`src/sv/ntis_pkg.sv`:
```
// ----------------------------------------------------------------------------
// ntis_pkg
// Shared types and constants of the nearest target in sector unit.
// ----------------------------------------------------------------------------
`default_nettype none

package ntis_pkg;

    // configuration register indexes
    typedef logic [7:0] cfg_index_t;
    localparam cfg_index_t CFG_REACH = 8'd0;
    localparam cfg_index_t CFG_COS   = 8'd1;

    localparam logic        [22:0] REACH_RESET = 23'd200;
    localparam logic signed [15:0] COS_RESET   = 16'sd23170;

    typedef struct packed {
        logic        [22:0] reach;
        logic signed [15:0] cos_half_arc;
    } cfg_t;

    // classified candidate: offset and forward split into sign and magnitude
    typedef struct packed {
        logic [23:0] adx;
        logic [23:0] ady;
        logic        sdx;
        logic        sdy;
        logic [15:0] afx;
        logic [15:0] afy;
        logic        sfx;
        logic        sfy;
        logic        alive;
        logic        last;
        logic [7:0]  idx;
    } cand_t;

    localparam int QUEUE_DEPTH = 4;
    localparam int QUEUE_PTR_W = $clog2(QUEUE_DEPTH);

    typedef enum logic [1:0] {
        BK_IDLE,
        BK_RUN,
        BK_DONE
    } back_state_t;

endpackage

`default_nettype wire

```
`src/sv/ntis_fifo.sv`:
```
// ----------------------------------------------------------------------------
// ntis_fifo
// Short queue of classified candidates between front and back.
// ----------------------------------------------------------------------------
`default_nettype none

module ntis_fifo (
    input  wire logic            clk,
    input  wire logic            rst_n,
    input  wire logic            wr_en,
    input  wire ntis_pkg::cand_t wr_data,
    input  wire logic            rd_en,
    output ntis_pkg::cand_t      rd_data,
    output logic                 full,
    output logic                 empty
);

    ntis_pkg::cand_t                  mem_reg [ntis_pkg::QUEUE_DEPTH];
    logic [ntis_pkg::QUEUE_PTR_W-1:0] wr_ptr_reg;
    logic [ntis_pkg::QUEUE_PTR_W-1:0] rd_ptr_reg;
    logic [ntis_pkg::QUEUE_PTR_W:0]   count_reg;
    logic                             do_wr;
    logic                             do_rd;

    assign full    = count_reg == (ntis_pkg::QUEUE_PTR_W + 1)'(ntis_pkg::QUEUE_DEPTH);
    assign empty   = count_reg == '0;
    assign do_wr   = wr_en && !full;
    assign do_rd   = rd_en && !empty;
    assign rd_data = mem_reg[rd_ptr_reg];

    always_ff @(posedge clk)
    begin
        if (do_wr)
            mem_reg[wr_ptr_reg] <= wr_data;
    end

    always_ff @(posedge clk or negedge rst_n)
    begin
        if (!rst_n)
        begin
            wr_ptr_reg <= '0;
            rd_ptr_reg <= '0;
            count_reg  <= '0;
        end
        else
        begin
            if (do_wr)
                wr_ptr_reg <= wr_ptr_reg + 1'b1;
            if (do_rd)
                rd_ptr_reg <= rd_ptr_reg + 1'b1;
            if (do_wr && !do_rd)
                count_reg <= count_reg + 1'b1;
            else if (do_rd && !do_wr)
                count_reg <= count_reg - 1'b1;
        end
    end

endmodule

`default_nettype wire

```
`config.mk`:
```
export PLATFORM = sky130hd
export DESIGN_NAME = ntis_fifo
export DESIGN_NICKNAME = d
export VERILOG_FILES = /design/src/sv/ntis_pkg.sv /design/src/sv/ntis_fifo.sv
export SDC_FILE = /design/constraint.sdc
export NUM_CORES = 1
export LEC_CHECK = 0
export ABC_CLOCK_PERIOD_IN_PS = 4450
export BUFFER_PORTS_ARGS = -buffer_cell sky130_fd_sc_hd__buf_2
export CAP_MARGIN = 20
export CORE_ASPECT_RATIO = 1.2
export CORE_MARGIN = 1
export CORE_UTILIZATION = 57
export CTS_CLUSTER_DIAMETER = 150
export DETAILED_ROUTE_END_ITERATION = 7
export PLACE_DENSITY = 0.88
export SETUP_SLACK_MARGIN = 0.5
export SLEW_MARGIN = 20
export SYNTH_ARGS = -nofsm -noshare
export SYNTH_HDL_FRONTEND = slang
export SYNTH_SLANG_ARGS = --single-unit
```
`constraint.sdc`:
```
create_clock -name clk -period 4.45 [get_ports clk]
set_clock_uncertainty 0.05 [all_clocks]
set_input_delay 0.89 -clock clk [delete_from_list [all_inputs] [get_ports clk]]
set_output_delay 0.89 -clock clk [all_outputs]
set_load 0.005 [all_outputs]
```
* Yosys cells after proc, flatten, opt, wreduce, memory -nomap -nowiden
Memory sizes are Yosys's and may differ from the RTL's.
Cells that the tools add are included.
** Word-level totals
- Register bits after elaboration :: 7
- Bits of input ports :: 98
- Memory bits (writable) :: 376
- Word-level logic and storage cells :: 23
- Memories kept :: 1
- Output and inout bits :: 96
** Operators by class
- Reductions and logical operators :: 10
- $add $sub $neg :: 4
- Mux-type cells :: 4
- Equal/unequal tests :: 1
** Memory list
- mem_reg :: depth 4, width 94, rd ports 1, clocked after memory_dff 0, wr ports 1, line ntis_fifo.sv:18 : ntis_pkg::cand_t mem_reg [ntis_pkg::QUEUE_DEPTH];
** Operators with widths (number)
- $mux W3 :: 2
- $add A2 B1 Y2 const B :: 2
- $logic_and A1 B1 Y1 :: 4
- $logic_not A1 Y1 :: 4
- $add A3 B1 Y3 const B :: 1
- $eq A3 B3 Y1 const B :: 1
- $logic_not A3 Y1 :: 1
- $sub A3 B1 Y3 const B :: 1
- $mux W1 :: 2
- $reduce_bool A2 Y1 :: 1

* Longest topological paths before layout
- Depth in word-level cells :: 7
- Gate-level depth with buffers :: 9
- Mapped depth without buffers :: 8

* Worst setup path after synthesis
No wires, ideal clock.
- Path kind :: input -> register
- From :: in wr_en
- To :: mem mem_reg[0][0] in the netlist's numbering, enable pin
- Cell stages on the path :: 3
- Setup slack :: 0.587 ns
- Data required time :: 3.937 ns
- Path buffers :: 1
- Arrival time :: 3.349 ns
- Library setup time :: 0.463 ns
- Cells stage by stage :: nor2b_1 > buf_2 > and2_1
** On the way
- Word-level cells in the longest chain between the ends :: 3
** Ends and longest elaborated chain
- start, declared :: line ntis_fifo.sv:10 : input wire logic wr_en,
- $logic_and A1 B1 Y1 :: line ntis_fifo.sv:27 : assign do_wr = wr_en && !full;
- net do_wr :: line ntis_fifo.sv:22 : logic do_wr;
- $mux W1 :: line ntis_fifo.sv:33 : if (do_wr)
- $mux W1 (not written as such) :: line ntis_fifo.sv:34 : mem_reg[wr_ptr_reg] <= wr_data;
- end, declared :: line ntis_fifo.sv:18
The timed path passes the listed nets, and every way through them passes these cells.

==> results_dict.tcl <==
set metrics [dict create \
    drt_iter0_markers 439 \
    grt_pass1_wl_um 39700 \
    cts_buffer_depth 3 \
    critical_path.max_stage_delay_ns 0.77 \
    slowest_stage "dfrtp_4" \
    regArea_mm2 0.0115 \
    drt-pass1-iter-count 5 \
    ys_async_sr_fraction_pct 1.83 \
    grt-ovfl-total 0 \
    synth.distinct_cells 23 \
    grt_pass1_vias 6823 \
    antenna_left 0 \
    period_minus_slack_ns 3.42 \
    largest_register_ffs 376 \
    r2r_slack_ns 1.71 \
    cp-endpoint "rd_data[92]" \
    port_buffers 193 \
    syn_nets 632 \
    multi_input_area_mm2 0.00235 \
    numClockSinks 383 \
    path_depth 3 \
    leakagePower_nw 5.64 \
    final_cells 1099 \
    synth-seq-cells 383 \
    vias 6297 \
    netlist_top_cells_area "edfxtp_1 (81%), mux4_2 (15%), dfrtp_1 (1.2%)" \
    die-area_mm2 0.0252 \
    required_ns 3.51 \
    synthMuxAreaShare_pct 15.3 \
    synth_area_mm2 0.0140 \
    rr_endpoint "mem_reg[3][56]$_DFFE_PP_" \
    pwr-share-seq_pct 46.9 \
    synth-adder-area-share_pct 0.589 \
    drt_wl_total_um 26200 \
    hold_violations 0 \
    total_power_mw 10.9 \
    start_kind "register" \
    root_buffer "clkbuf_16" \
    worst_pin_slew_ns 0.932 \
    slew-limit-headroom_pct 37.9 \
    cts_setup_buffers 0 \
    p_int_mw 7.98 \
    ios 194 \
    ir_worst_vdd_v 0.000547 \
    die_h_um 174 \
    hpwl_um 16100 \
    synth_common_cells "edfxtp_1 (376), mux4_2 (94), buf_2 (9), dfrtp_1 (7)" \
    drc 0 \
    synth_most_common_cell "edfxtp_1" \
    timing.critical_path.arrival_ns 2.48 \
    crit_type "reg2out" \
    rsz0062_at_grt "false" \
    max_clock_freq_mhz 292 \
    cts_resized 0 \
    routed_via_density 5.73 \
    cp.buffers_inverters 2 \
    area_delta_synth_final_pct 17.7 \
    p_clk_share_pct 27.2 \
    core_mm2 0.0240 \
    synth_edf_count 376 \
    yosys.area_share.simple_pct 0.446 \
    p_per_area_mw_per_mm2 663 \
    cp-end-kind "primary output" \
    start_util_pct 58.3 \
    gp_congestion 0.720 \
    synth_largest_area_cell "edfxtp_1" \
    startpoint "rd_ptr_reg[0]$_DFFE_PN0P_" \
    crit_chain "buf_4 > mux4_2 > buf_2" \
    htreeDepth 2 \
    synth_top_area_share_pct 80.5 \
    syn_inst 528 \
    ys.flop_type "edfxtp_1" \
    drive_above_1_share_pct 45.9 \
    nets 850 \
    period_share_pct 76.9 \
    cts_tree "yes" \
    r2r-start "count_reg[2]$_DFFE_PN0P_" \
    synth_xor_area_share_pct 0.375 \
    status "completed" \
    fill_cells 1456 \
    ys_warn_count 0 \
    p_sw_share_pct 27.0 \
    ys_seq_area_share_pct 81.8 \
    p_sw_mw 2.96 \
    routedWlPerCell_um 23.9 \
    reg2reg_depth 4 \
    grt_antenna_before_repair 8 \
    cts_buffers 36 \
    finalMaxSlewViolations 0 \
    drv_cap 0 \
    avgSynthCellArea_um2 26.6 \
    clk_latency_ns 0.50 \
    tns_ns 0 \
    synth_top_family_by_area "multiplexers" \
    track_usage_pct 21.3 \
    power_frac_comb_pct 25.9 \
    die_width_um 145 \
    critical_path.max_fanout 27 \
    clk_pin_slew_worst_paths_ns 0.06 \
    num_rows 62 \
    hold_class "in2async" \
    grt_max_degree 59 \
    cts_hold_buf 0 \
    critPathTopFamily "flip-flops" \
    setup_viol 0 \
    dpl.cell_count 1028 \
    synth_compound_area_share_pct 0 \
]
## cells by family (layout without fill, tap and decap cells)
kind of cell	Yosys count	after routing
xor gates and xnor gates	6	6
adders and majority gates	6	6
buffers and inverters	27	271
DFF	383	383
muxes	96	96
other	0	7
and+or+nand+nor	10	10
## per-stage QoR
stage / util [%] / worst slack, ns / area, µm² / hold WS (ns)
floorplan: - / 0.587 / 14000 / 0.395
global route: 68.6 / 0.842 / 16500 / 0.152
detailed placement: 63.7 / 1.33 / 15300 / 0.462
finish: 68.6 / 1.03 / 16500 / 0.160
global placement: 63.7 / 1.47 / 15300 / 0.412
CTS: 68.5 / 0.943 / 16500 / 0.144
## worst min path at each step
stage / to / slack [ns] / cells after the start
after floorplan: count_reg[2]$_DFFE_PN0P_ / 0.40 / 1
after global placement: count_reg[2]$_DFFE_PN0P_ / 0.41 / 1
after detailed placement: count_reg[2]$_DFFE_PN0P_ / 0.46 / 1
after CTS: count_reg[1]$_DFFE_PN0P_ / 0.14 / 1
after global routing: count_reg[1]$_DFFE_PN0P_ / 0.15 / 1
final: count_reg[1]$_DFFE_PN0P_ / 0.16 / 1
## power groups by stage
stage / Combinational, mW / Clock, mW / Sequential (mW)
global route: 3.03 / 3.16 / 5.19
finish: 2.83 / 2.98 / 5.12
CTS: 2.90 / 3.03 / 5.14
global placement: 2.76 / 0 / 5.12
detailed placement: 2.87 / 0 / 5.20
floorplan: 1.97 / 0 / 5.01
## final cells by class
cell class	count	share of cell area, %
repair buffers	203	6.61
clock inverters	19	1.20
flip-flops and latches	383	69.5
multi-input cells	118	14.2
inverters	4	0.0910
clock buffers	45	5.79
diodes	7	0.106
well taps	320	2.43
## worst register-to-register path: cells and delay by family, from the launching register on
family	cells	cell delay [ns]
flops	1	0.42
simple gates	3	1.39
buf+inv	1	0.52
## layout by cell type, fill, tap and decap left out
cell type / netlist / final
edfxtp_1: 376 / 376
buf_2: 9 / 193
mux4_2: 94 / 94
clkbuf_16: 0 / 37
clkbuf_1: 3 / 8
diode_2: 0 / 7
clkinv_1: 0 / 7
buf_4: 5 / 6
ha_1: 5 / 5
clkinv_2: 0 / 5
dfrtp_1: 7 / 5
inv_1: 4 / 4
and2_4: 0 / 4
xnor2_1: 4 / 4
bufinv_16: 0 / 4
buf_12: 4 / 4
inv_6: 0 / 3
xor2_1: 2 / 2
dfrtp_4: 0 / 2
nor3b_2: 1 / 1
nor2b_1: 1 / 1
or3_1: 1 / 1
nand2_1: 1 / 1
mux2_2: 1 / 1
mux2_1: 1 / 1
nand3_1: 1 / 1
nor2_1: 1 / 1
fa_1: 1 / 1
## per-layer routing
| metal | global-route usage, % | routed length [µm] | share of wire (%) | up-vias |
|---|---|---|---|---|
| li1 | - | - | - | 2720 |
| met1 | 27.1 | 9760 | 37 | 3275 |
| met2 | 36.0 | 13900 | 53 | 255 |
| met3 | 5.42 | 1920 | 7.3 | 45 |
| met4 | 7.28 | 671 | 2.6 | 2 |
| met5 | 0 | 10 | 0.038 | - |
No activity file was read; power rests on OpenSTA's default activity.
