**config.mk**
```make
export PLATFORM = sky130hd
export DESIGN_NAME = ntis_back
export DESIGN_NICKNAME = d
export VERILOG_FILES = /design/src/sv/ntis_pkg.sv /design/src/sv/ntis_back.sv
export SDC_FILE = /design/constraint.sdc
export NUM_CORES = 2
export LEC_CHECK = 0
export ABC_AREA = 1
export BUFFER_PORTS_ARGS = -buffer_cell sky130_fd_sc_hd__buf_2
export CORE_MARGIN = 4
export CORE_UTILIZATION = 45
export CTS_CLUSTER_SIZE = 30
export DETAILED_ROUTE_END_ITERATION = 7
export PLACE_DENSITY_LB_ADDON = 0.12
export RECOVER_POWER = 50
export SYNTH_ARGS = -nofsm -noshare
export SYNTH_HDL_FRONTEND = slang
export SYNTH_SLANG_ARGS = --single-unit
```
**constraint.sdc**
```tcl
create_clock -name clk -period 8.88 [get_ports clk]
set_input_delay 0 -clock clk [delete_from_list [all_inputs] [get_ports clk]]
set_output_delay 0 -clock clk [all_outputs]
set_load 0.02 [all_outputs]
```
**src/sv/ntis_pkg.sv**
```systemverilog
// ----------------------------------------------------------------------------
// ntis_pkg
// Shared types and constants of the nearest target in sector unit.
// ----------------------------------------------------------------------------
`default_nettype none

package ntis_pkg;

    // configuration register indexes
    typedef logic [7:0] cfg_index_t;
    localparam cfg_index_t CFG_REACH = 8'd0;
    localparam cfg_index_t CFG_COS   = 8'd1;

    localparam logic        [22:0] REACH_RESET = 23'd200;
    localparam logic signed [15:0] COS_RESET   = 16'sd23170;

    typedef struct packed {
        logic        [22:0] reach;
        logic signed [15:0] cos_half_arc;
    } cfg_t;

    // classified candidate: offset and forward split into sign and magnitude
    typedef struct packed {
        logic [23:0] adx;
        logic [23:0] ady;
        logic        sdx;
        logic        sdy;
        logic [15:0] afx;
        logic [15:0] afy;
        logic        sfx;
        logic        sfy;
        logic        alive;
        logic        last;
        logic [7:0]  idx;
    } cand_t;

    localparam int QUEUE_DEPTH = 4;
    localparam int QUEUE_PTR_W = $clog2(QUEUE_DEPTH);

    typedef enum logic [1:0] {
        BK_IDLE,
        BK_RUN,
        BK_DONE
    } back_state_t;

endpackage

`default_nettype wire

```
**src/sv/ntis_back.sv**
```systemverilog
// ----------------------------------------------------------------------------
// ntis_back
// Range and cone tests on one shared multiplier, best tracking, result slot.
// ----------------------------------------------------------------------------
`default_nettype none

module ntis_back (
    input  wire logic            clk,
    input  wire logic            rst_n,
    input  wire ntis_pkg::cfg_t  cfg,
    input  wire logic            q_empty,
    input  wire ntis_pkg::cand_t q_head,
    output logic                 q_pop,
    input  wire logic            pop,
    output logic                 empty,
    output logic                 found,
    output logic [7:0]           target_index
);

    typedef logic [4:0] step_t;

    // product issued in each step; it is registered in p_reg, then accumulated
    localparam step_t STEP_C2    = 5'd0;
    localparam step_t STEP_FX    = 5'd1;
    localparam step_t STEP_FY    = 5'd2;
    localparam step_t STEP_DX    = 5'd3;
    localparam step_t STEP_DY    = 5'd4;
    localparam step_t STEP_C2F2  = 5'd5;
    localparam step_t STEP_DOTX  = 5'd6;
    localparam step_t STEP_DOTY  = 5'd7;
    localparam step_t STEP_RR    = 5'd8;
    localparam step_t STEP_R_LL  = 5'd9;
    localparam step_t STEP_R_LH  = 5'd10;
    localparam step_t STEP_R_HL  = 5'd11;
    localparam step_t STEP_R_HH  = 5'd12;
    localparam step_t STEP_L_LL  = 5'd13;
    localparam step_t STEP_L_LH  = 5'd14;
    localparam step_t STEP_L_HH  = 5'd15;
    localparam step_t STEP_FINAL = 5'd16;

    ntis_pkg::back_state_t state_reg;
    ntis_pkg::back_state_t state_next;
    step_t                 step_reg;
    step_t                 acc_step;
    ntis_pkg::cand_t       cur_reg;

    logic [63:0]         p_reg;
    logic [30:0]         c2_reg;
    logic [31:0]         f2_reg;
    logic [49:0]         d2_reg;
    logic [61:0]         c2f2_reg;
    logic signed [41:0]  dot_reg;
    logic [45:0]         rr_reg;
    logic [40:0]         adot_reg;
    logic [111:0]        rhs_reg;
    logic [81:0]         lhs_reg;

    logic [47:0] best_d2_reg;
    logic [7:0]  best_idx_reg;
    logic        have_best_reg;
    logic        out_valid_reg;
    logic        found_reg;
    logic [7:0]  target_index_reg;

    logic               load;
    logic               finish;
    logic               slot_free;
    logic [31:0]        mul_a;
    logic [31:0]        mul_b;
    logic [15:0]        cos_bits;
    logic [15:0]        cmag;
    logic signed [41:0] p_ext;
    logic               neg_x;
    logic               neg_y;
    logic [111:0]       l2;
    logic               cpos;
    logic               cneg;
    logic               cone_ok;
    logic               qual;
    logic               upd;
    logic               new_have;
    logic [7:0]         new_idx;

    assign cos_bits  = cfg.cos_half_arc;
    assign cmag      = cos_bits[15] ? (~cos_bits + 16'd1) : cos_bits;
    assign p_ext     = $signed({1'b0, p_reg[40:0]});
    assign neg_x     = cur_reg.sdx ^ cur_reg.sfx;
    assign neg_y     = cur_reg.sdy ^ cur_reg.sfy;
    assign acc_step  = step_reg - 5'd1;
    assign slot_free = !out_valid_reg || pop;

    // operand select for the shared 32x32 multiplier
    always_comb
    begin
        mul_a = '0;
        mul_b = '0;
        case (step_reg)
            STEP_C2:
            begin
                mul_a = 32'(cmag);
                mul_b = 32'(cmag);
            end
            STEP_FX:
            begin
                mul_a = 32'(cur_reg.afx);
                mul_b = 32'(cur_reg.afx);
            end
            STEP_FY:
            begin
                mul_a = 32'(cur_reg.afy);
                mul_b = 32'(cur_reg.afy);
            end
            STEP_DX:
            begin
                mul_a = 32'(cur_reg.adx);
                mul_b = 32'(cur_reg.adx);
            end
            STEP_DY:
            begin
                mul_a = 32'(cur_reg.ady);
                mul_b = 32'(cur_reg.ady);
            end
            STEP_C2F2:
            begin
                mul_a = 32'(c2_reg);
                mul_b = f2_reg;
            end
            STEP_DOTX:
            begin
                mul_a = 32'(cur_reg.adx);
                mul_b = 32'(cur_reg.afx);
            end
            STEP_DOTY:
            begin
                mul_a = 32'(cur_reg.ady);
                mul_b = 32'(cur_reg.afy);
            end
            STEP_RR:
            begin
                mul_a = 32'(cfg.reach);
                mul_b = 32'(cfg.reach);
            end
            STEP_R_LL:
            begin
                mul_a = c2f2_reg[31:0];
                mul_b = d2_reg[31:0];
            end
            STEP_R_LH:
            begin
                mul_a = c2f2_reg[31:0];
                mul_b = 32'(d2_reg[49:32]);
            end
            STEP_R_HL:
            begin
                mul_a = 32'(c2f2_reg[61:32]);
                mul_b = d2_reg[31:0];
            end
            STEP_R_HH:
            begin
                mul_a = 32'(c2f2_reg[61:32]);
                mul_b = 32'(d2_reg[49:32]);
            end
            STEP_L_LL:
            begin
                mul_a = adot_reg[31:0];
                mul_b = adot_reg[31:0];
            end
            STEP_L_LH:
            begin
                mul_a = adot_reg[31:0];
                mul_b = 32'(adot_reg[40:32]);
            end
            STEP_L_HH:
            begin
                mul_a = 32'(adot_reg[40:32]);
                mul_b = 32'(adot_reg[40:32]);
            end
            default:
            begin
                mul_a = '0;
                mul_b = '0;
            end
        endcase
    end

    // decide: (32768*dot)^2 against cos^2 * f2 * d2, with signs
    assign l2   = {lhs_reg, 30'd0};
    assign cpos = !cos_bits[15] && (cos_bits != 16'd0);
    assign cneg = cos_bits[15];

    always_comb
    begin
        if (dot_reg[41])
            cone_ok = cneg && !(l2 > rhs_reg);
        else
            cone_ok = !cpos || !(l2 < rhs_reg);
    end

    assign qual = cur_reg.alive && (d2_reg != 50'd0) && (d2_reg <= {4'd0, rr_reg})
                  && (f2_reg != 32'd0) && cone_ok;
    assign upd      = qual && (d2_reg < {2'd0, best_d2_reg});
    assign new_have = have_best_reg || upd;
    assign new_idx  = upd ? cur_reg.idx : best_idx_reg;

    always_comb
    begin
        state_next = state_reg;
        q_pop      = 1'b0;
        load       = 1'b0;
        finish     = 1'b0;
        case (state_reg)
            ntis_pkg::BK_IDLE:
            begin
                if (!q_empty)
                begin
                    q_pop      = 1'b1;
                    load       = 1'b1;
                    state_next = q_head.alive ? ntis_pkg::BK_RUN : ntis_pkg::BK_DONE;
                end
            end
            ntis_pkg::BK_RUN:
            begin
                if (step_reg == STEP_FINAL)
                    state_next = ntis_pkg::BK_DONE;
            end
            ntis_pkg::BK_DONE:
            begin
                // hold while a finished query's result still waits
                if (!cur_reg.last || slot_free)
                begin
                    finish     = 1'b1;
                    state_next = ntis_pkg::BK_IDLE;
                end
            end
            default:
            begin
                state_next = ntis_pkg::BK_IDLE;
            end
        endcase
    end

    always_ff @(posedge clk or negedge rst_n)
    begin
        if (!rst_n)
            state_reg <= ntis_pkg::BK_IDLE;
        else
            state_reg <= state_next;
    end

    always_ff @(posedge clk or negedge rst_n)
    begin
        if (!rst_n)
        begin
            step_reg         <= '0;
            best_d2_reg      <= '1;
            best_idx_reg     <= '0;
            have_best_reg    <= 1'b0;
            out_valid_reg    <= 1'b0;
            found_reg        <= 1'b0;
            target_index_reg <= '0;
        end
        else
        begin
            if (load)
                step_reg <= '0;
            else if (state_reg == ntis_pkg::BK_RUN)
                step_reg <= step_reg + 5'd1;

            if (finish && cur_reg.last)
                out_valid_reg <= 1'b1;
            else if (pop && out_valid_reg)
                out_valid_reg <= 1'b0;

            if (finish)
            begin
                if (cur_reg.last)
                begin
                    found_reg        <= new_have;
                    target_index_reg <= new_have ? new_idx : 8'd0;
                    best_d2_reg      <= '1;
                    best_idx_reg     <= '0;
                    have_best_reg    <= 1'b0;
                end
                else if (upd)
                begin
                    best_d2_reg   <= d2_reg[47:0];
                    best_idx_reg  <= cur_reg.idx;
                    have_best_reg <= 1'b1;
                end
            end
        end
    end

    // datapath: multiplier register and accumulation of the prior product
    always_ff @(posedge clk)
    begin
        if (load)
            cur_reg <= q_head;

        p_reg <= mul_a * mul_b;

        if (state_reg == ntis_pkg::BK_RUN)
        begin
            if (step_reg == STEP_R_LL)
                adot_reg <= dot_reg[41] ? 41'(-dot_reg) : 41'(dot_reg);

            case (acc_step)
                STEP_C2:   c2_reg   <= p_reg[30:0];
                STEP_FX:   f2_reg   <= p_reg[31:0];
                STEP_FY:   f2_reg   <= f2_reg + p_reg[31:0];
                STEP_DX:   d2_reg   <= 50'(p_reg);
                STEP_DY:   d2_reg   <= d2_reg + 50'(p_reg);
                STEP_C2F2: c2f2_reg <= p_reg[61:0];
                STEP_DOTX: dot_reg  <= neg_x ? (42'sd0 - p_ext) : p_ext;
                STEP_DOTY: dot_reg  <= neg_y ? (dot_reg - p_ext) : (dot_reg + p_ext);
                STEP_RR:   rr_reg   <= p_reg[45:0];
                STEP_R_LL: rhs_reg  <= 112'(p_reg);
                STEP_R_LH: rhs_reg  <= rhs_reg + (112'(p_reg) << 32);
                STEP_R_HL: rhs_reg  <= rhs_reg + (112'(p_reg) << 32);
                STEP_R_HH: rhs_reg  <= rhs_reg + (112'(p_reg) << 64);
                STEP_L_LL: lhs_reg  <= 82'(p_reg);
                STEP_L_LH: lhs_reg  <= lhs_reg + (82'(p_reg) << 33);
                STEP_L_HH: lhs_reg  <= lhs_reg + (82'(p_reg) << 64);
                default:   ;
            endcase
        end
    end

    assign empty        = !out_valid_reg;
    assign found        = found_reg;
    assign target_index = target_index_reg;

endmodule

`default_nettype wire

```
Word-level counts from Yosys, hierarchy flattened --
Cells that the tools add are included. Widths: inputs -> output; s select.
Word-level totals: RAM bits 0, logic and storage cells 174, bits in read-only memories 0, register bits 730, memories 0, latch bits 0, output and inout bits 11
Operators by class: reductions and logical operators 56, bitwise gates (word level) 3, equal/unequal tests 36, $lt $le $gt $ge 4, shifts and indexed selects 0, $add $sub $neg 13, $mul 1, div/mod/pow operators 0, mux-type cells 32
Operator list (count):
- $pmux 32 s11 | 2
- $pmux 112 s3 | 1
- $pmux 82 s3 | 1
- $add 82x82->82 | 2
- $add 112x112->112 | 1
- $add 112x96->112 | 1
- $gt 112x112->1 | 1
- $lt 112x112->1 | 1
- $pmux 50 s2 | 1
- $mux 48 | 2
- $mux 42 | 2
- $pmux 42 s2 | 1
- $eq 5x4->1 const B | 16
- $mul 32x32->64 | 1
- $pmux 32 s2 | 1
- $add 50x50->50 | 1
- $le 50x46->1 | 1
- $lt 50x48->1 | 1
- $reduce_bool 50->1 | 1
- $add 42x42->42 | 1
- $sub 1x41->42 const A | 1
- $sub 42x42->42 | 1
- $mux 41 | 1
- $neg 41->41 | 1
- 31 further kinds | 102

Logic depth before layout (Yosys ltp) --
depth after elaboration 9, mapped depth 47, mapped depth without buffers 45

Least setup slack after synthesis --
OpenSTA, ideal clock, no wires.
path type flip-flop to flip-flop, start point register step_reg[0], end point register p_reg[56], slack 0.562 ns, arrival time 8.199 ns, library setup time 0.119 ns, cell stages (with the launch flop) 40, required time 8.761 ns, path through dfrtp_1 ha_1 inv_1 nor2_1 ha_1 inv_1 nand2_1 a22o_1 nor2_1 o2111ai_1 a2111oi_4 inv_2 buf_6 nand2_1 inv_1 fa_1 inv_1 fa_1 (+4 left out) fa_1 fa_1 inv_1 fa_1 inv_1 ha_1 nand2_1 nor2_1 inv_1 nor2_1 inv_1 nor4_1 nand3_1 nand3_1 nand2_1 o211ai_1 a21oi_1 xnor2_1
On the way: cells in the longest elaborated chain, start to end 4, elaborated cells on any way between the ends 29, those cells by class 1 x mul; 15 x eq/ne; 2 x mux; 11 x reduce/logical
RTL lines:
- start: declaration | RTL line ntis_back.sv:43 | step_t step_reg;
- start signal: assignment | RTL line ntis_back.sv:267 | step_reg <= step_reg + 5'd1;
- $eq 5x4->1, or another cell as far along | RTL line ntis_back.sv:97 | case (step_reg)
- $reduce_or 2->1 (no source line)
- $pmux 32 s11 | RTL line ntis_back.sv:97
- $mul 32x32->64 * | RTL line ntis_back.sv:300 | p_reg <= mul_a * mul_b;
- end signal: assignment | RTL line ntis_back.sv:300
- end: declaration | RTL line ntis_back.sv:47 | logic [63:0] p_reg;
Mark *: on every way between the ends. The rest lies on a longest branch, timed or not. A chain may end at the register's enable or synchronous reset.

Worst setup path in the final report --
start point register step_reg[1], end point register p_reg[38]
Same word-level chain as after synthesis.

==> flow_metrics.env <==
export IMPL_skew_ps=59.9
export IMPL_ant_nets=0
export IMPL_num_vias=88100
export IMPL_multi_input_area_mm2=0.0610
export IMPL_nNetsFinal=14500
export IMPL_fin_crit_ps=8880
export IMPL_die_area_mm2=0.206
export IMPL_tightest_slew_ps=3110
export IMPL_instances_no_fill=15400
export IMPL_status="finished with violations"
export IMPL_seq_area_mm2=0.0210
export IMPL_ys_flop_type="edfxtp_1"
export IMPL_fp_dieW_um=454
export IMPL_clockRootBuffer="clkbuf_16"
export IMPL_synth_xor_area_share_pct=2.67
export IMPL_synth_compound_area_share_pct=12.1
export IMPL_synth_edf_count=592
export IMPL_grt_usage_pct=40.0
export IMPL_clkLatencyLatePin_ps=760
export IMPL_grt_pass1_vias=85900
export IMPL_crit_fanout=7
export IMPL_crit_type="reg2reg"
export IMPL_final_cell_mix="nand2_1, inv_1, nor2_1, fa_1, buf_4"
export IMPL_portBuffers=147
export IMPL_drtIter0Drc=10600
export IMPL_start_util_pct=45.3
export IMPL_hpwlAfterDp_um=343000
export IMPL_numCtsBuffers=91
export IMPL_synthMuxAreaShare_pct=0.0112
export IMPL_worstPathRequired_ps=9490
export IMPL_cts_tree="done"
export IMPL_synth_top_family_by_area="adder cells"
export IMPL_end_kind="flop"
export IMPL_cpMostUsedCell="fa_1"
export IMPL_postSynthAreaPerCell_um2=7.77
export IMPL_maxCapViolations=47
export IMPL_synth_area_leader_cell="fa_1"
export IMPL_yosys_warnings=0
export IMPL_dp_cells=15000
export IMPL_fin_crit_sh_pct=100
export IMPL_path_buf_inv=18
export IMPL_finalSetupViolCount=0
export IMPL_first_pass_iters=8
export IMPL_synth_seq_cells=730
export IMPL_crit_path_start_kind="flop"
export IMPL_synth_top_area_share_pct=20.2
export IMPL_fillers=18900
export IMPL_violations="DRC, capacitance limit, slew limit"
export IMPL_largest_reg_flops=112
export IMPL_arrival_ps=9480
export IMPL_seq_area_frac_synth_pct=23.4
export IMPL_synth_nets=13300
export IMPL_timing_max_transition_violations_final=823
export IMPL_via_per_inst=5.71
export IMPL_netlist_area_mm2=0.0897
export IMPL_crit_path_top_delay_cell="fa_2"
export IMPL_crit_family="adder cells"
export IMPL_synthTopCellsByArea="fa_1, edfxtp_1, ha_1"
export IMPL_hold_class="in2reg"
export IMPL_gp_congestion=1.06
export IMPL_antenna_found_initial=33
export IMPL_fmax_mhz=113
export IMPL_synthSimpleGateAreaFrac_pct=19.9
export IMPL_grt_pass1_wl_um=597000
export IMPL_grt_overflow_total=0
export IMPL_hold_viol_final=0
export IMPL_path_clk_slew_ps=60
export IMPL_drt_total_wl_um=422000
export IMPL_max_slew_margin_pct=-107
export IMPL_r2r_start="step_reg[1]$_DFFE_PN0P_"
export IMPL_placed_area_mm2=0.100
export IMPL_die_h_um=454
export IMPL_rows=163
export IMPL_syn_instance_count=11500
export IMPL_cts_buffer_depth=3
export IMPL_wire_per_inst_um=27.4
export IMPL_cp_startpoint="step_reg[1]$_DFFE_PN0P_"
export IMPL_io_pins=148
export IMPL_cts_max_level=3
export IMPL_clkSinkCount=730
export IMPL_hp_start="q_head[9]"
export IMPL_synthArstFlopShare_pct=10.1
export IMPL_final_common_cell="nand2_1"
export IMPL_drc_errors=2
export IMPL_design_area_mm2=0.109
export IMPL_rsz0062_at_grt="true"
export IMPL_syn_to_final_growth_pct=21.2
export IMPL_core_mm2=0.198
export IMPL_drive_gt1_share_pct=14.7
export IMPL_grt_max_degree=65
export IMPL_hold_slack_ps=101
export IMPL_crit_path_max_incr_delay_ps=620
export IMPL_yosys_area_share_adder_pct=30.5
export IMPL_synth_cell_types=76
==> Yosys cell counts (all sizes together), types with 71 or more instances <==
| cell | number |
|---|---|
| a21oi | 717 |
| a31oi | 71 |
| buf | 162 |
| clkbuf | 123 |
| edfxtp | 592 |
| fa | 903 |
| ha | 744 |
| inv | 2320 |
| nand2 | 2387 |
| nand3 | 318 |
| nand4 | 89 |
| nor2 | 1278 |
| nor3 | 102 |
| nor4 | 75 |
| o21ai | 685 |
| xnor2 | 98 |
| xor2 | 175 |
==> final timing paths <==
check | end | slack [ps] | depth (start not counted)
worst max register to register | p_reg[38]$_DFF_P_ | 2 | 42
worst min-delay path | state_reg[0]$_DFFE_PN0P_ | 100 | 4
worst min register to register | best_d2_reg[16]$_DFFE_PN1P_ | 460 | 2
worst max-delay path | p_reg[38]$_DFF_P_ | 2 | 42
max in group asynchronous | best_idx_reg[1]$_DFFE_PN0P_ | 5590 | 3
min in group asynchronous | best_d2_reg[4]$_DFFE_PN1P_ | 1630 | 2
==> repair_timing <==
action	4_1_cts	5_1_grt
pin swaps	111	173
setup buffers	25	53
cloned	3	9
setup endpoints to repair	51	47
endpoints found under the hold margin	227	0
hold buffers	193	0
resized for setup	277	521
==> cells by family after synthesis <==
logic type	Yosys count
XOR/XNOR	273
flip-flops	730
buffers and inverters	2625
multiplexers	1
AND/OR/NAND/NOR	4350
adder cells (fa/ha/maj)	1647
AO/OA/AOI/OAI	1908
==> worst reg2reg max path, delay by kind of cell (launching register included) <==
family | cells | cell delay (ps)
xor+xnor | 1 | 230
flops | 1 | 410
compound gates | 5 | 590
simple gates | 7 | 790
fa+ha+maj | 11 | 4840
buf+inv | 18 | 1880
==> stage by stage <==
step / util (%) / setup WS, ps / TNS [ps]
2_1_floorplan: - / 562 / 0
3_3_place_gp: 50.6 / -1150 / -28450
3_5_place_dp: 50.6 / -1180 / -29710
4_1_cts: 53.8 / -21.8 / -21.8
5_1_grt: 54.9 / -232 / -2810
6_report: 54.9 / 1.70 / 0
==> metal layers <==
layer	part of all wire [%]	global-route usage, %	vias up
li1	-	-	39100
met5	0.030	0	-
met4	6.0	18.5	18
met2	43	60.9	4990
met3	12	9.76	972
met1	39	53.7	43000
==> final cells by class <==
class / instances / share of cell area, %
Multi-Input combinational cell: 8179 / 56.1
Sequential cell: 730 / 19.3
Timing Repair Buffer: 1340 / 10.5
Inverter: 2340 / 8.21
Tap cell: 2640 / 3.04
Clock buffer: 115 / 2.19
Clock inverter: 55 / 0.604
Antenna cell: 19 / 0.0438
Timing Repair inverter: 1 / 0.00576
Power is not shown: default switching activity piles up to over one toggle a cycle in this logic, so the estimate is an artifact.
