--- config.mk ---
export PLATFORM = sky130hd
export DESIGN_NAME = ntis_front
export DESIGN_NICKNAME = d
export VERILOG_FILES = /design/src/sv/ntis_pkg.sv /design/src/sv/ntis_front.sv
export SDC_FILE = /design/constraint.sdc
export NUM_CORES = 1
export LEC_CHECK = 0
export BUFFER_PORTS_ARGS = -buffer_cell sky130_fd_sc_hd__buf_2
export CAP_MARGIN = 20
export CORE_MARGIN = 2
export CORE_UTILIZATION = 45
export DETAILED_ROUTE_END_ITERATION = 10
export GPL_TIMING_DRIVEN = 0
export PLACE_DENSITY = 0.84
export SLEW_MARGIN = 20
export SYNTH_ARGS = -nofsm -noshare
export SYNTH_HDL_FRONTEND = slang
export SYNTH_SLANG_ARGS = --single-unit
--- constraint.sdc ---
create_clock -name clk -period 5.6 [get_ports clk]
set_clock_uncertainty 0.05 [all_clocks]
set_input_delay 1.12 -clock clk [delete_from_list [all_inputs] [get_ports clk]]
set_output_delay 1.12 -clock clk [all_outputs]
set_load 0.03 [all_outputs]
--- src/sv/ntis_pkg.sv ---
// ----------------------------------------------------------------------------
// ntis_pkg
// Shared types and constants of the nearest target in sector unit.
// ----------------------------------------------------------------------------
`default_nettype none

package ntis_pkg;

    // configuration register indexes
    typedef logic [7:0] cfg_index_t;
    localparam cfg_index_t CFG_REACH = 8'd0;
    localparam cfg_index_t CFG_COS   = 8'd1;

    localparam logic        [22:0] REACH_RESET = 23'd200;
    localparam logic signed [15:0] COS_RESET   = 16'sd23170;

    typedef struct packed {
        logic        [22:0] reach;
        logic signed [15:0] cos_half_arc;
    } cfg_t;

    // classified candidate: offset and forward split into sign and magnitude
    typedef struct packed {
        logic [23:0] adx;
        logic [23:0] ady;
        logic        sdx;
        logic        sdy;
        logic [15:0] afx;
        logic [15:0] afy;
        logic        sfx;
        logic        sfy;
        logic        alive;
        logic        last;
        logic [7:0]  idx;
    } cand_t;

    localparam int QUEUE_DEPTH = 4;
    localparam int QUEUE_PTR_W = $clog2(QUEUE_DEPTH);

    typedef enum logic [1:0] {
        BK_IDLE,
        BK_RUN,
        BK_DONE
    } back_state_t;

endpackage

`default_nettype wire

--- src/sv/ntis_front.sv ---
// ----------------------------------------------------------------------------
// ntis_front
// Accepts candidate requests, numbers them and reduces them to offsets.
// ----------------------------------------------------------------------------
`default_nettype none

module ntis_front #(
    parameter int MAX_CANDIDATES = 256
) (
    input  wire logic               clk,
    input  wire logic               rst_n,
    input  wire logic               push,
    input  wire logic               q_full,
    input  wire logic signed [23:0] player_x,
    input  wire logic signed [23:0] player_y,
    input  wire logic signed [15:0] forward_x,
    input  wire logic signed [15:0] forward_y,
    input  wire logic signed [23:0] cand_x,
    input  wire logic signed [23:0] cand_y,
    input  wire logic signed [10:0] remaining_health,
    input  wire logic               last_candidate,
    output logic                    q_push,
    output ntis_pkg::cand_t         q_entry
);

    localparam int IDX_W = $clog2(MAX_CANDIDATES + 1);

    logic [IDX_W-1:0] cnt_reg;
    logic [IDX_W-1:0] cnt_next;
    logic             in_range;
    logic             health_ok;
    logic [24:0]      dx;
    logic [24:0]      dy;
    logic [24:0]      dx_mag;
    logic [24:0]      dy_mag;

    assign q_push    = push && !q_full;
    assign in_range  = cnt_reg < IDX_W'(MAX_CANDIDATES);
    assign health_ok = !remaining_health[10] && (remaining_health != 11'sd0);

    assign dx     = {cand_x[23], cand_x} - {player_x[23], player_x};
    assign dy     = {cand_y[23], cand_y} - {player_y[23], player_y};
    assign dx_mag = dx[24] ? (~dx + 25'd1) : dx;
    assign dy_mag = dy[24] ? (~dy + 25'd1) : dy;

    always_comb
    begin
        q_entry.adx   = dx_mag[23:0];
        q_entry.ady   = dy_mag[23:0];
        q_entry.sdx   = dx[24];
        q_entry.sdy   = dy[24];
        q_entry.afx   = forward_x[15] ? (~forward_x + 16'd1) : forward_x;
        q_entry.afy   = forward_y[15] ? (~forward_y + 16'd1) : forward_y;
        q_entry.sfx   = forward_x[15];
        q_entry.sfy   = forward_y[15];
        q_entry.alive = health_ok && in_range;
        q_entry.last  = last_candidate;
        q_entry.idx   = 8'(cnt_reg);
    end

    // saturate at the list limit, restart after the last candidate
    always_comb
    begin
        cnt_next = cnt_reg;
        if (q_push)
        begin
            if (last_candidate)
                cnt_next = '0;
            else if (in_range)
                cnt_next = cnt_reg + IDX_W'(1);
        end
    end

    always_ff @(posedge clk or negedge rst_n)
    begin
        if (!rst_n)
            cnt_reg <= '0;
        else
            cnt_reg <= cnt_next;
    end

endmodule

`default_nettype wire

# == Yosys cells after proc, flatten, opt, wreduce, memory -nomap -nowiden ==
# Cells that the tools add are included.
# word_totals
inputBits,144
word_cells,27
ff_bits,9
# classes
n_reduce_logical,8
n_addsub,7
n_mux,6
order_cmp,1
n_bitwise,4
# ops
operator,n
subtractor 24 x 24 -> 25 bit,2
"adder 24 x 1 -> 24 bit, second input constant",2
2-to-1 mux 24 bit,2
NOT 24 bit,2
"adder 16 x 1 -> 16 bit, second input constant",2
2-to-1 mux 16 bit,2
NOT 16 bit,2
2-to-1 mux 9 bit,2
nonzero test 11 bit,1
"adder 9 x 1 -> 9 bit, second input constant",1
"< comparator 9 bit, second input constant",1
logical AND 1 bit,3
zero test 1 bit,2
AND reduction 2 bit,1
nonzero test 2 bit,1

# == Depth between registers and ports, before layout ==
# Gate-level depths: netlist of run 1.
# depth
ltp_word,4
mapped_depth,15
mapped_depth_nobuf,14

# == Worst setup path after synthesis of run 1 ==
# Ideal clock, no wire load.
# synth_path
kind,input-to-output
start,input port cand_y[0]
end,output port q_entry[47] in the netlist's numbering
t_arrival_ps,4386
t_required_ps,4430
path_stages,14
path_buffers,1
slack_ps,44
path_cell_list,inv_1 ha_1 fa_1 nand2b_1 a211oi_1 o21ai_0 nand2b_1 a41oi_1 a21oi_1 a21oi_1 a21oi_1 inv_1 clkbuf_1 o21ai_0
# synth_rtl
element,line_no,rtl
"start, declared",ntis_front.sv:19,"input wire logic signed [23:0] cand_y,"
"end, declared",ntis_front.sv:23,output ntis_pkg::cand_t q_entry

==> flow_summary.yaml, run 1 <==
drt:
  routed.top_layer: "met4"
  first_iter_violations: 534
  wl_met1_mm: 6.25
  ant_nets: 0
  routedWlPerCell_um: 13.1
  routed_wl_mm: 14.8
  drtPass1Iterations: 8
  post-route-drc-count: 0
  wl_met2_mm: 6.92
  vias: 6083
  via_per_inst: 5.37
  dr_wl_met3_mm: 1.10
synth:
  ys.flop_type: "dfrtp_1"
  syn_area_um2: 4890
  syn_inst: 738
  synth_nets: 937
  yosysWarnings: 0
  ys_async_sr_fraction_pct: 100
  syn_avg_cell_area_um2: 6.63
  synth_cell_types: 64
  seq_area_frac_synth_pct: 4.60
  synth-edff-count: 0
  ys_ff_latch: 9
worst_setup_path:
  critPathMaxFanout: 4
  arrival_ns: 4.38
  start_kind: "input port"
  critPathKind: "in -> out"
  end_kind: "output port"
  worst_r2r_path_depth: 6
  worstPathRequired_ns: 4.43
cts:
  holdBufCountCts: 0
  path_clk_slew_ns: 0.05
  clockBufferDepth: 2
  clk_latency_ns: 0.24
  tritoncts: "yes"
  cts_buffers: 3
  cts_root_buf: "clkbuf_8"
  htreeDepth: 1
  cts.sinks: 9
timing:
  slew_violations: 0
  min_period_ns: 5.55
  hold_viol: 0
  tightest_slew_ns: 0.551
  rsz0062_at_grt: "true"
  fmaxAchievable_ghz: 0.180
  max_slew_margin_pct: 63.0
  period_share_pct: 99.1
  finalSetupViolCount: 0
layout:
  largest_reg_flops: 9
  final_cell_area_um2: 6560
  post-route-util_pct: 61.1
  n_fill_cell: 1013
  nNetsFinal: 1192
  syn_to_final_growth_pct: 34.1
  drive_gt1_share_pct: 30.5
pwr:
  p_int_mw: 0.562
  vdd_ir_drop_max_mv: 0.175
  p_clk_share_pct: 5.5
  p_leak_nw: 3.34
  seqPwrFrac_pct: 6.1
  comb_power_share_pct: 88.4
  netSwitchingFraction_pct: 60.2
  p_sw_mw: 0.849
  p_per_area_nw_per_um2: 215
die:
  fp.dieW_um: 108
  dieHeight_um: 108
  coreArea_um2: 10700
  dieArea_um2: 11700
  start_util_pct: 45.5
  pin_count: 239
  row_count: 38
hold_path:
  hold-path-cell-count: 2
  hold_class: "reg -> reg"
place:
  io_buffers: 237
  routabilityCongestion: 0.922
  hpwl_mm: 12.4
  placed_area_um2: 6250
grt:
  grt_max_degree: 11
  grt.total_usage_pct: 23.2
  grt_pass1_vias: 5288
  antenna_found_initial: 0
  grt-ovfl-total: 0
  grt_pass1_wl_mm: 23.1
run:
  drv_cap: 0
status:
  status: "finished, final reports clean"
-- path summary, 6_finish.rpt --
kind	from	endpoint	slack, ns
hold reg to reg	cnt_reg[1]	cnt_reg[1]	0.52
hold / removal	cnt_reg[1]	cnt_reg[1]	0.52
max in group asynchronous	rst_n	cnt_reg[7]	4.64
min in group asynchronous	rst_n	cnt_reg[4]	0.68
setup / recovery	cand_x[0]	q_entry[93]	0.05
setup reg to reg	cnt_reg[8]	cnt_reg[7]	3.90
-- what timing repair did --
item,4_1_cts,5_1_grt
pin swaps,1,15
setup endpoints to repair,31,42
gates resized for setup,9,45
cloned,0,1
setup buffers,0,12
-- layout by cell type, fill, tap and decap left out, types with 16 or more instances in the layout --
cell / instances
buf_4: 33
buf_2: 228
nor2_1: 51
inv_1: 75
nand3_1: 16
xnor2_1: 66
nand2_1: 79
o21ai_0: 54
clkbuf_1: 16
ha_1: 52
a21oi_1: 70
xor2_1: 42
nand2b_1: 19
-- power groups by stage --
stage                     Sequential (mW)  Combinational [mW]  Clock, mW
final                              0.0856                1.25     0.0777
after global routing               0.0871                1.34     0.0814
after CTS                          0.0850                1.19     0.0797
after detailed placement           0.0861                1.18          0
after global placement             0.0849                1.17          0
after floorplan                    0.0826               0.856          0
-- critical path: stages --
cell,delay [ns]
buf_2,0.08
inv_1,0.04
ha_1,0.22
fa_2,0.36
nand2b_4,0.17
a211oi_4,0.29
o211a_1,0.28
a311oi_2,0.15
o31a_1,0.30
or3_1,0.38
or2_4,0.27
nor3_4,0.16
a41o_1,0.22
xnor2_1,0.14
buf_4,0.20
-- through the flow --
stage	hold slack (ns)	total power, mW	TNS, ns	cells	worst slack [ns]
finish	0.517	1.41	0	1133	0.0503
CTS	0.512	1.36	-0.0213	1119	-0.0213
floorplan	0.467	0.938	0	738	0.0445
global placement	0.504	1.25	-7.03	1115	-0.457
global route	0.566	1.51	-0.196	1132	-0.0611
detailed placement	0.500	1.26	-6.92	1115	-0.427
-- routing by layer --
| layer | up-vias | track usage (%) |
|---|---|---|
| met5 | - | 0 |
| met4 | 0 | 6.96 |
| met3 | 42 | 3.50 |
| met2 | 253 | 41.5 |
| met1 | 2699 | 28.8 |
| li1 | 3089 | - |
-- synth_stat cells, drive strengths merged, types with 9 or more instances --
cell	number	area share [%]
a21o	11	1.7
a21oi	78	8.4
a31oi	9	1.2
buf	14	2.2
clkbuf	18	1.4
dfrtp	9	4.6
ha	53	14
inv	76	5.8
nand2	79	6.1
nand2b	21	2.7
nand3	16	1.6
nor2	51	3.9
nor3	16	1.9
o21ai	58	5.9
o31ai	9	1.4
xnor2	68	12
xor2	42	7.5
-- logic make-up after synthesis --
| group | share of synthesized area, % |
|---|---|
| flops | 4.60 |
| fa+ha+maj | 14.4 |
| xor+xnor | 19.7 |
| buf+inv | 9.44 |
| mux | 0.409 |
| simple gates | 24.2 |
| compound gates | 27.2 |
-- final cells by class --
type | count | area [µm²] | area share, %
diodes | 1 | 2.50 | 0.0381
plain buffers | 32 | 179 | 2.73
clock buffers | 3 | 41.3 | 0.629
clock inverters | 1 | 5.00 | 0.0763
inverters | 76 | 288 | 4.39
multi-input cells | 621 | 4330 | 66.0
flip-flops and latches | 9 | 225 | 3.43
well taps | 140 | 175 | 2.67
repair buffers | 250 | 1310 | 20.0
Power figures use the tool's default switching activity.
==> run 2, diff against run 1 <==
- ABC_AREA: unset -> 1
- PLACE_DENSITY: 0.84 -> 0.81
==> run 2 against run 1 <==
Compared with the run above: synthesized cell count is 54% higher; routed wire length is 18% higher; setup slack improved by 0.54 ns; clock-buffer cell count increased by 1; largest power group unchanged.
==> flow_summary.yaml, run 2 <==
status:
  status: "finished, final reports clean"
worst_setup_path:
  r2r_start: "cnt_reg[8]"
  r2r_end: "cnt_reg[7]"
  worstSetupStartpoint: "player_x[0]"
  worst_r2r_path_depth: 7
  ff2ff_setup_slack_ns: 3.87
  critPathKind: "in -> out"
  critPathCapture: "q_entry[79]"
  start_kind: "input port"
  end_kind: "output port"
  worstPathRequired_ns: 4.43
  critPathMaxFanout: 10
  arrival_ns: 3.84
grt:
  grtUsageMet1_pct: 28.7
  busiest_layer: "met2"
  grt_util_met3_pct: 2.03
  grt_pass1_vias: 7102
  antenna_found_initial: 2
  grt-ovfl-total: 0
  use_met2_pct: 46.6
  grt_pass1_wl_mm: 30.0
  grt.total_usage_pct: 24.6
  grt_max_degree: 11
cts:
  clk_latency_ns: 0.24
  htreeDepth: 1
  holdBufCountCts: 0
  cts_root_buf: "clkbuf_16"
  cts.sinks: 9
  clockBufferDepth: 2
  tritoncts: "yes"
  cts_buffers: 3
  cts_setup_buffers: 0
  cts-resized-gates: 0
  path_clk_slew_ns: 0.04
timing:
  tightest_slew_ns: 0.543
  rsz0062_at_grt: "false"
  max_slew_margin_pct: 63.7
  fin_hold_ws_ns: 0.511
  hold_viol: 0
  fmaxAchievable_ghz: 0.200
  fin_setup_tns_ns: 0
  slew_violations: 0
  period_share_pct: 89.4
  min_period_ns: 5.01
  finalSetupViolCount: 0
synth:
  yosys-top-cells-count: "nand2_1, inv_1, nor2_1"
  synth_nets: 1333
  synth_area_leaders: "nand2_1, inv_1, ha_1"
  yosysWarnings: 0
  synth_top_cell_by_area: "nand2_1"
  syn_avg_cell_area_um2: 5.21
  synth_cell_types: 40
  ys_async_sr_fraction_pct: 100
  syn_inst: 1134
  synth_top_area_share_pct: 23.3
  synth_most_common_cell: "nand2_1"
  ys.flop_type: "dfrtp_1"
  seq_area_frac_synth_pct: 3.81
  syn_area_um2: 5910
  synth-edff-count: 0
  ys_ff_latch: 9
place:
  hpwl_mm: 15.7
  place_inst: 1543
  io_buffers: 237
  routabilityCongestion: 1.00
layout:
  layout_common_cells: "nand2_1, buf_2, inv_1, nor2_1, nand3_1"
  drive_gt1_share_pct: 21.5
  final_common_cell: "nand2_1"
  largest_reg_flops: 9
  instances_no_fill: 1549
  nNetsFinal: 1575
  syn_to_final_growth_pct: 25.1
pwr:
  p_leak_nw: 4.61
  vdd_ir_drop_max_mv: 0.102
  p_per_area_nw_per_um2: 203
run:
  drv_cap: 0
drt:
  routed_wl_mm: 17.5
  drtPass1Iterations: 5
  vias: 7614
  ant_nets: 0
  post-route-drc-count: 0
  via_per_inst: 4.92
  routedWlPerCell_um: 11.3
  first_iter_violations: 343
hold_path:
  hold-path-cell-count: 1
  hold_class: "reg -> reg"
die:
  dieHeight_um: 119
  coreArea_um2: 12700
  dieArea_um2: 14100
  row_count: 41
  pin_count: 239
  start_util_pct: 46.4
  fp.dieW_um: 119
==> run 2: cell count changes after synthesis, sizes merged, moves of 16 or more <==
cell    delta
nand4     +16
nand2b    -21
a21oi     -22
inv      +154
nand3     +60
o21ai     -22
clkbuf    -17
xnor2     -40
nand2    +296
nor2      +69
==> run 2: cell families after synthesis <==
| family | after synthesis | share of synthesized area [%] |
|---|---|---|
| adder cells (fa/ha/maj) | 55 | 11.9 |
| buffers and inverters | 249 | 16.8 |
| AO/OA/AOI/OAI | 101 | 9.25 |
| flip-flops | 9 | 3.81 |
| AND/OR/NAND/NOR | 645 | 46.5 |
| XOR/XNOR | 75 | 11.8 |
==> run 2: layer usage <==
metal	share of wire, %	up-vias
met4	3.1	0
met3	5.3	49
met5	0	-
li1	-	4009
met2	50	235
met1	42	3321
==> run 2: critical path, stage by stage <==
cell and delay (ns):
buf_2 0.10, ha_1 0.21, fa_1 0.40, inv_1 0.10, nand2_1 0.06, o21ai_2 0.23, nand2_1 0.08, nand2_1 0.14
nand2_1 0.07, nand2_1 0.12, nand3_1 0.10, nand2_1 0.07, nand2_1 0.06, nand2_2 0.19, inv_2 0.13, nor2_1 0.14
xor2_1 0.24, inv_1 0.07, buf_2 0.18
==> run 2: stage by stage <==
step	cell area [µm²]	setup slack, ns	utilization (%)	power (mW)
final	7390	0.594	58.1	1.50
after global routing	7390	0.312	58.1	1.64
after CTS	7390	0.639	58.1	1.50
after detailed placement	7310	0.646	57.5	1.37
after global placement	7310	0.646	57.5	1.35
after floorplan	5910	0.898	-	1.03
==> run 2: how the worst min path moves through the flow <==
| stage | from | to |
|---|---|---|
| 6_report | cnt_reg[0] | cnt_reg[0] |
| 5_1_grt | cnt_reg[0] | cnt_reg[0] |
| 4_1_cts | cnt_reg[0] | cnt_reg[0] |
| 3_5_place_dp | cnt_reg[0] | cnt_reg[0] |
| 3_3_place_gp | cnt_reg[0] | cnt_reg[0] |
| 2_1_floorplan | cnt_reg[0] | cnt_reg[0] |
==> run 2: final cells by class <==
class	count	area (µm²)
plain buffers	17	121
multi-input cells	876	4690
inverters	232	871
well taps	172	215
diodes	2	5.00
repair buffers	237	1190
flip-flops and latches	9	225
fillers	1391	5330
clock buffers	4	78.8
==> run 2: report_power, final <==
part | internal (mW) | leakage, nW | total [mW] | switching (mW)
registers | 0.0744 | 0.122 | 0.0861 | 0.0116
logic | 0.411 | 4.45 | 1.29 | 0.877
clock network | 0.0954 | 0.0382 | 0.129 | 0.0336
total | 0.581 | 4.61 | 1.50 | 0.922
==> run 3, diff against run 2 <==
- CORE_UTILIZATION: 45 -> 51
- PLACE_DENSITY: 0.81 -> 0.9
==> run 3 against run 2 <==
Compared with the run above: cell area down 0.52%; global-route usage is 2.7 points higher; critical path depth fell by 1; routed wire length fell by 0.43%; cell count down 1.9%; sequential share of layout area barely moved; fmax is 1.0% lower; via count grew 0.55%; setup slack got worse by 0.051 ns; worst hold slack lost 0.011 ns; clock power barely moved; register-to-register slack lost 0.09 ns; highest routed layer is now met5.
==> flow_summary.yaml, run 3 (same netlist as run 2, synthesis figures left out) <==
place:
  io_buffers: 237
  placed_area_um2: 7270
  hpwl_mm: 15.6
  pre_cts_slack_ns: 0.624
  routabilityCongestion: 1.02
  place_inst: 1514
cts:
  htreeDepth: 1
  path_clk_slew_ns: 0.04
  tritoncts: "yes"
  cts_root_buf: "clkbuf_16"
  cts_buffers: 3
  cts-resized-gates: 0
  holdBufCountCts: 0
  cts_setup_buffers: 0
  clockBufferDepth: 2
  cts.sinks: 9
  clk_latency_ns: 0.24
die:
  dieHeight_um: 112
  coreArea_um2: 11400
  start_util_pct: 52.0
  pin_count: 239
  row_count: 39
  fp.dieW_um: 112
  dieArea_um2: 12500
layout:
  final_cell_area_um2: 7350
  instances_no_fill: 1519
  drive_gt1_share_pct: 21.5
  nNetsFinal: 1575
  final_common_cell: "nand2_1"
  n_fill_cell: 1170
  largest_reg_flops: 9
  layout_common_cells: "nand2_1, buf_2, inv_1, nor2_1, nand3_1"
  syn_to_final_growth_pct: 24.5
worst_setup_path:
  start_kind: "input port"
  arrival_ns: 3.89
  r2r_start: "cnt_reg[8]"
  critPathKind: "in -> out"
  critPathMaxFanout: 10
  worst_r2r_path_depth: 7
  end_kind: "output port"
  worstPathRequired_ns: 4.43
  worstSetupStartpoint: "player_x[0]"
timing:
  setup_ws_ns: 0.543
  fmaxAchievable_ghz: 0.198
  period_share_pct: 90.3
  min_period_ns: 5.06
  slew_violations: 0
  fin_hold_ws_ns: 0.500
  fin_setup_tns_ns: 0
  finalSetupViolCount: 0
  rsz0062_at_grt: "false"
  tightest_slew_ns: 0.488
  hold_viol: 0
  max_slew_margin_pct: 67.3
grt:
  grt_pass1_wl_mm: 29.4
  grt.total_usage_pct: 27.3
  antenna_found_initial: 2
  grt-ovfl-total: 0
  grt_max_degree: 11
  grt_pass1_vias: 6878
pwr:
  p_leak_nw: 4.61
  vdd_ir_drop_max_mv: 0.166
  p_per_area_nw_per_um2: 204
drt:
  routedWlPerCell_um: 11.5
  post-route-drc-count: 0
  first_iter_violations: 450
  vias: 7656
  routed_wl_mm: 17.5
  via_per_inst: 5.04
  ant_nets: 0
  drtPass1Iterations: 5
run:
  drv_cap: 0
status:
  status: "finished, final reports clean"
hold_path:
  hold-path-cell-count: 2
  worstHoldStart: "cnt_reg[8]"
  hold_class: "reg -> reg"
-- run 3: cell types whose count changed in the layout (fill, tap and decap cells not counted), sizes merged --
cell   before  now
diode       2    1
-- run 3: final cells by class --
type	instances	area [µm²]	area share, %
Multi-Input combinational cell	876	4690	63.8
Antenna cell	1	2.50	0.0340
Sequential cell	9	225	3.06
Clock buffer	4	78.8	1.07
Tap cell	143	179	2.43
Buffer	17	121	1.65
Inverter	232	871	11.8
Timing Repair Buffer	237	1190	16.1
-- run 3: power by group --
group	switching (mW)	leakage, nW	internal [mW]
Combinational	0.875	4.45	0.411
Sequential	0.0113	0.122	0.0745
Clock	0.0318	0.0382	0.0952
Total	0.918	4.61	0.581
-- run 3: layer usage --
metal	track usage (%)	vias up	wire length, µm
met5	0	-	13
met4	8.23	2	508
met3	2.67	44	1040
met2	50.8	271	8690
met1	33.0	3329	7210
li1	-	4010	-
-- run 3: worst paths after layout --
kind | to | slack, ns
max reg2reg | cnt_reg[7] | 3.78
min | cnt_reg[8] | 0.50
min in group asynchronous | cnt_reg[8] | 0.68
min reg2reg | cnt_reg[8] | 0.50
max in group asynchronous | cnt_reg[5] | 4.63
max | q_entry[82] | 0.54
-- run 3: metrics by stage --
stage          utilization [%]  total power, mW
2_1_floorplan                -             1.03
3_3_place_gp              64.0             1.35
3_5_place_dp              64.0             1.36
4_1_cts                   64.7             1.50
5_1_grt                   64.7             1.63
6_report                  64.7             1.50
-- run 3: critical path, stage by stage --
cell and delay (ns):
buf_2 0.10, ha_1 0.21, fa_1 0.40, inv_1 0.11
nand2_1 0.07, o21ai_2 0.26, nand2_1 0.08, nand2_1 0.14
nand2_1 0.08, nand2_1 0.12, nand3_1 0.10, nand2_1 0.07
nand2_1 0.06, nand2_2 0.18, buf_4 0.21, nand2_1 0.07
xnor2_1 0.23, buf_2 0.26
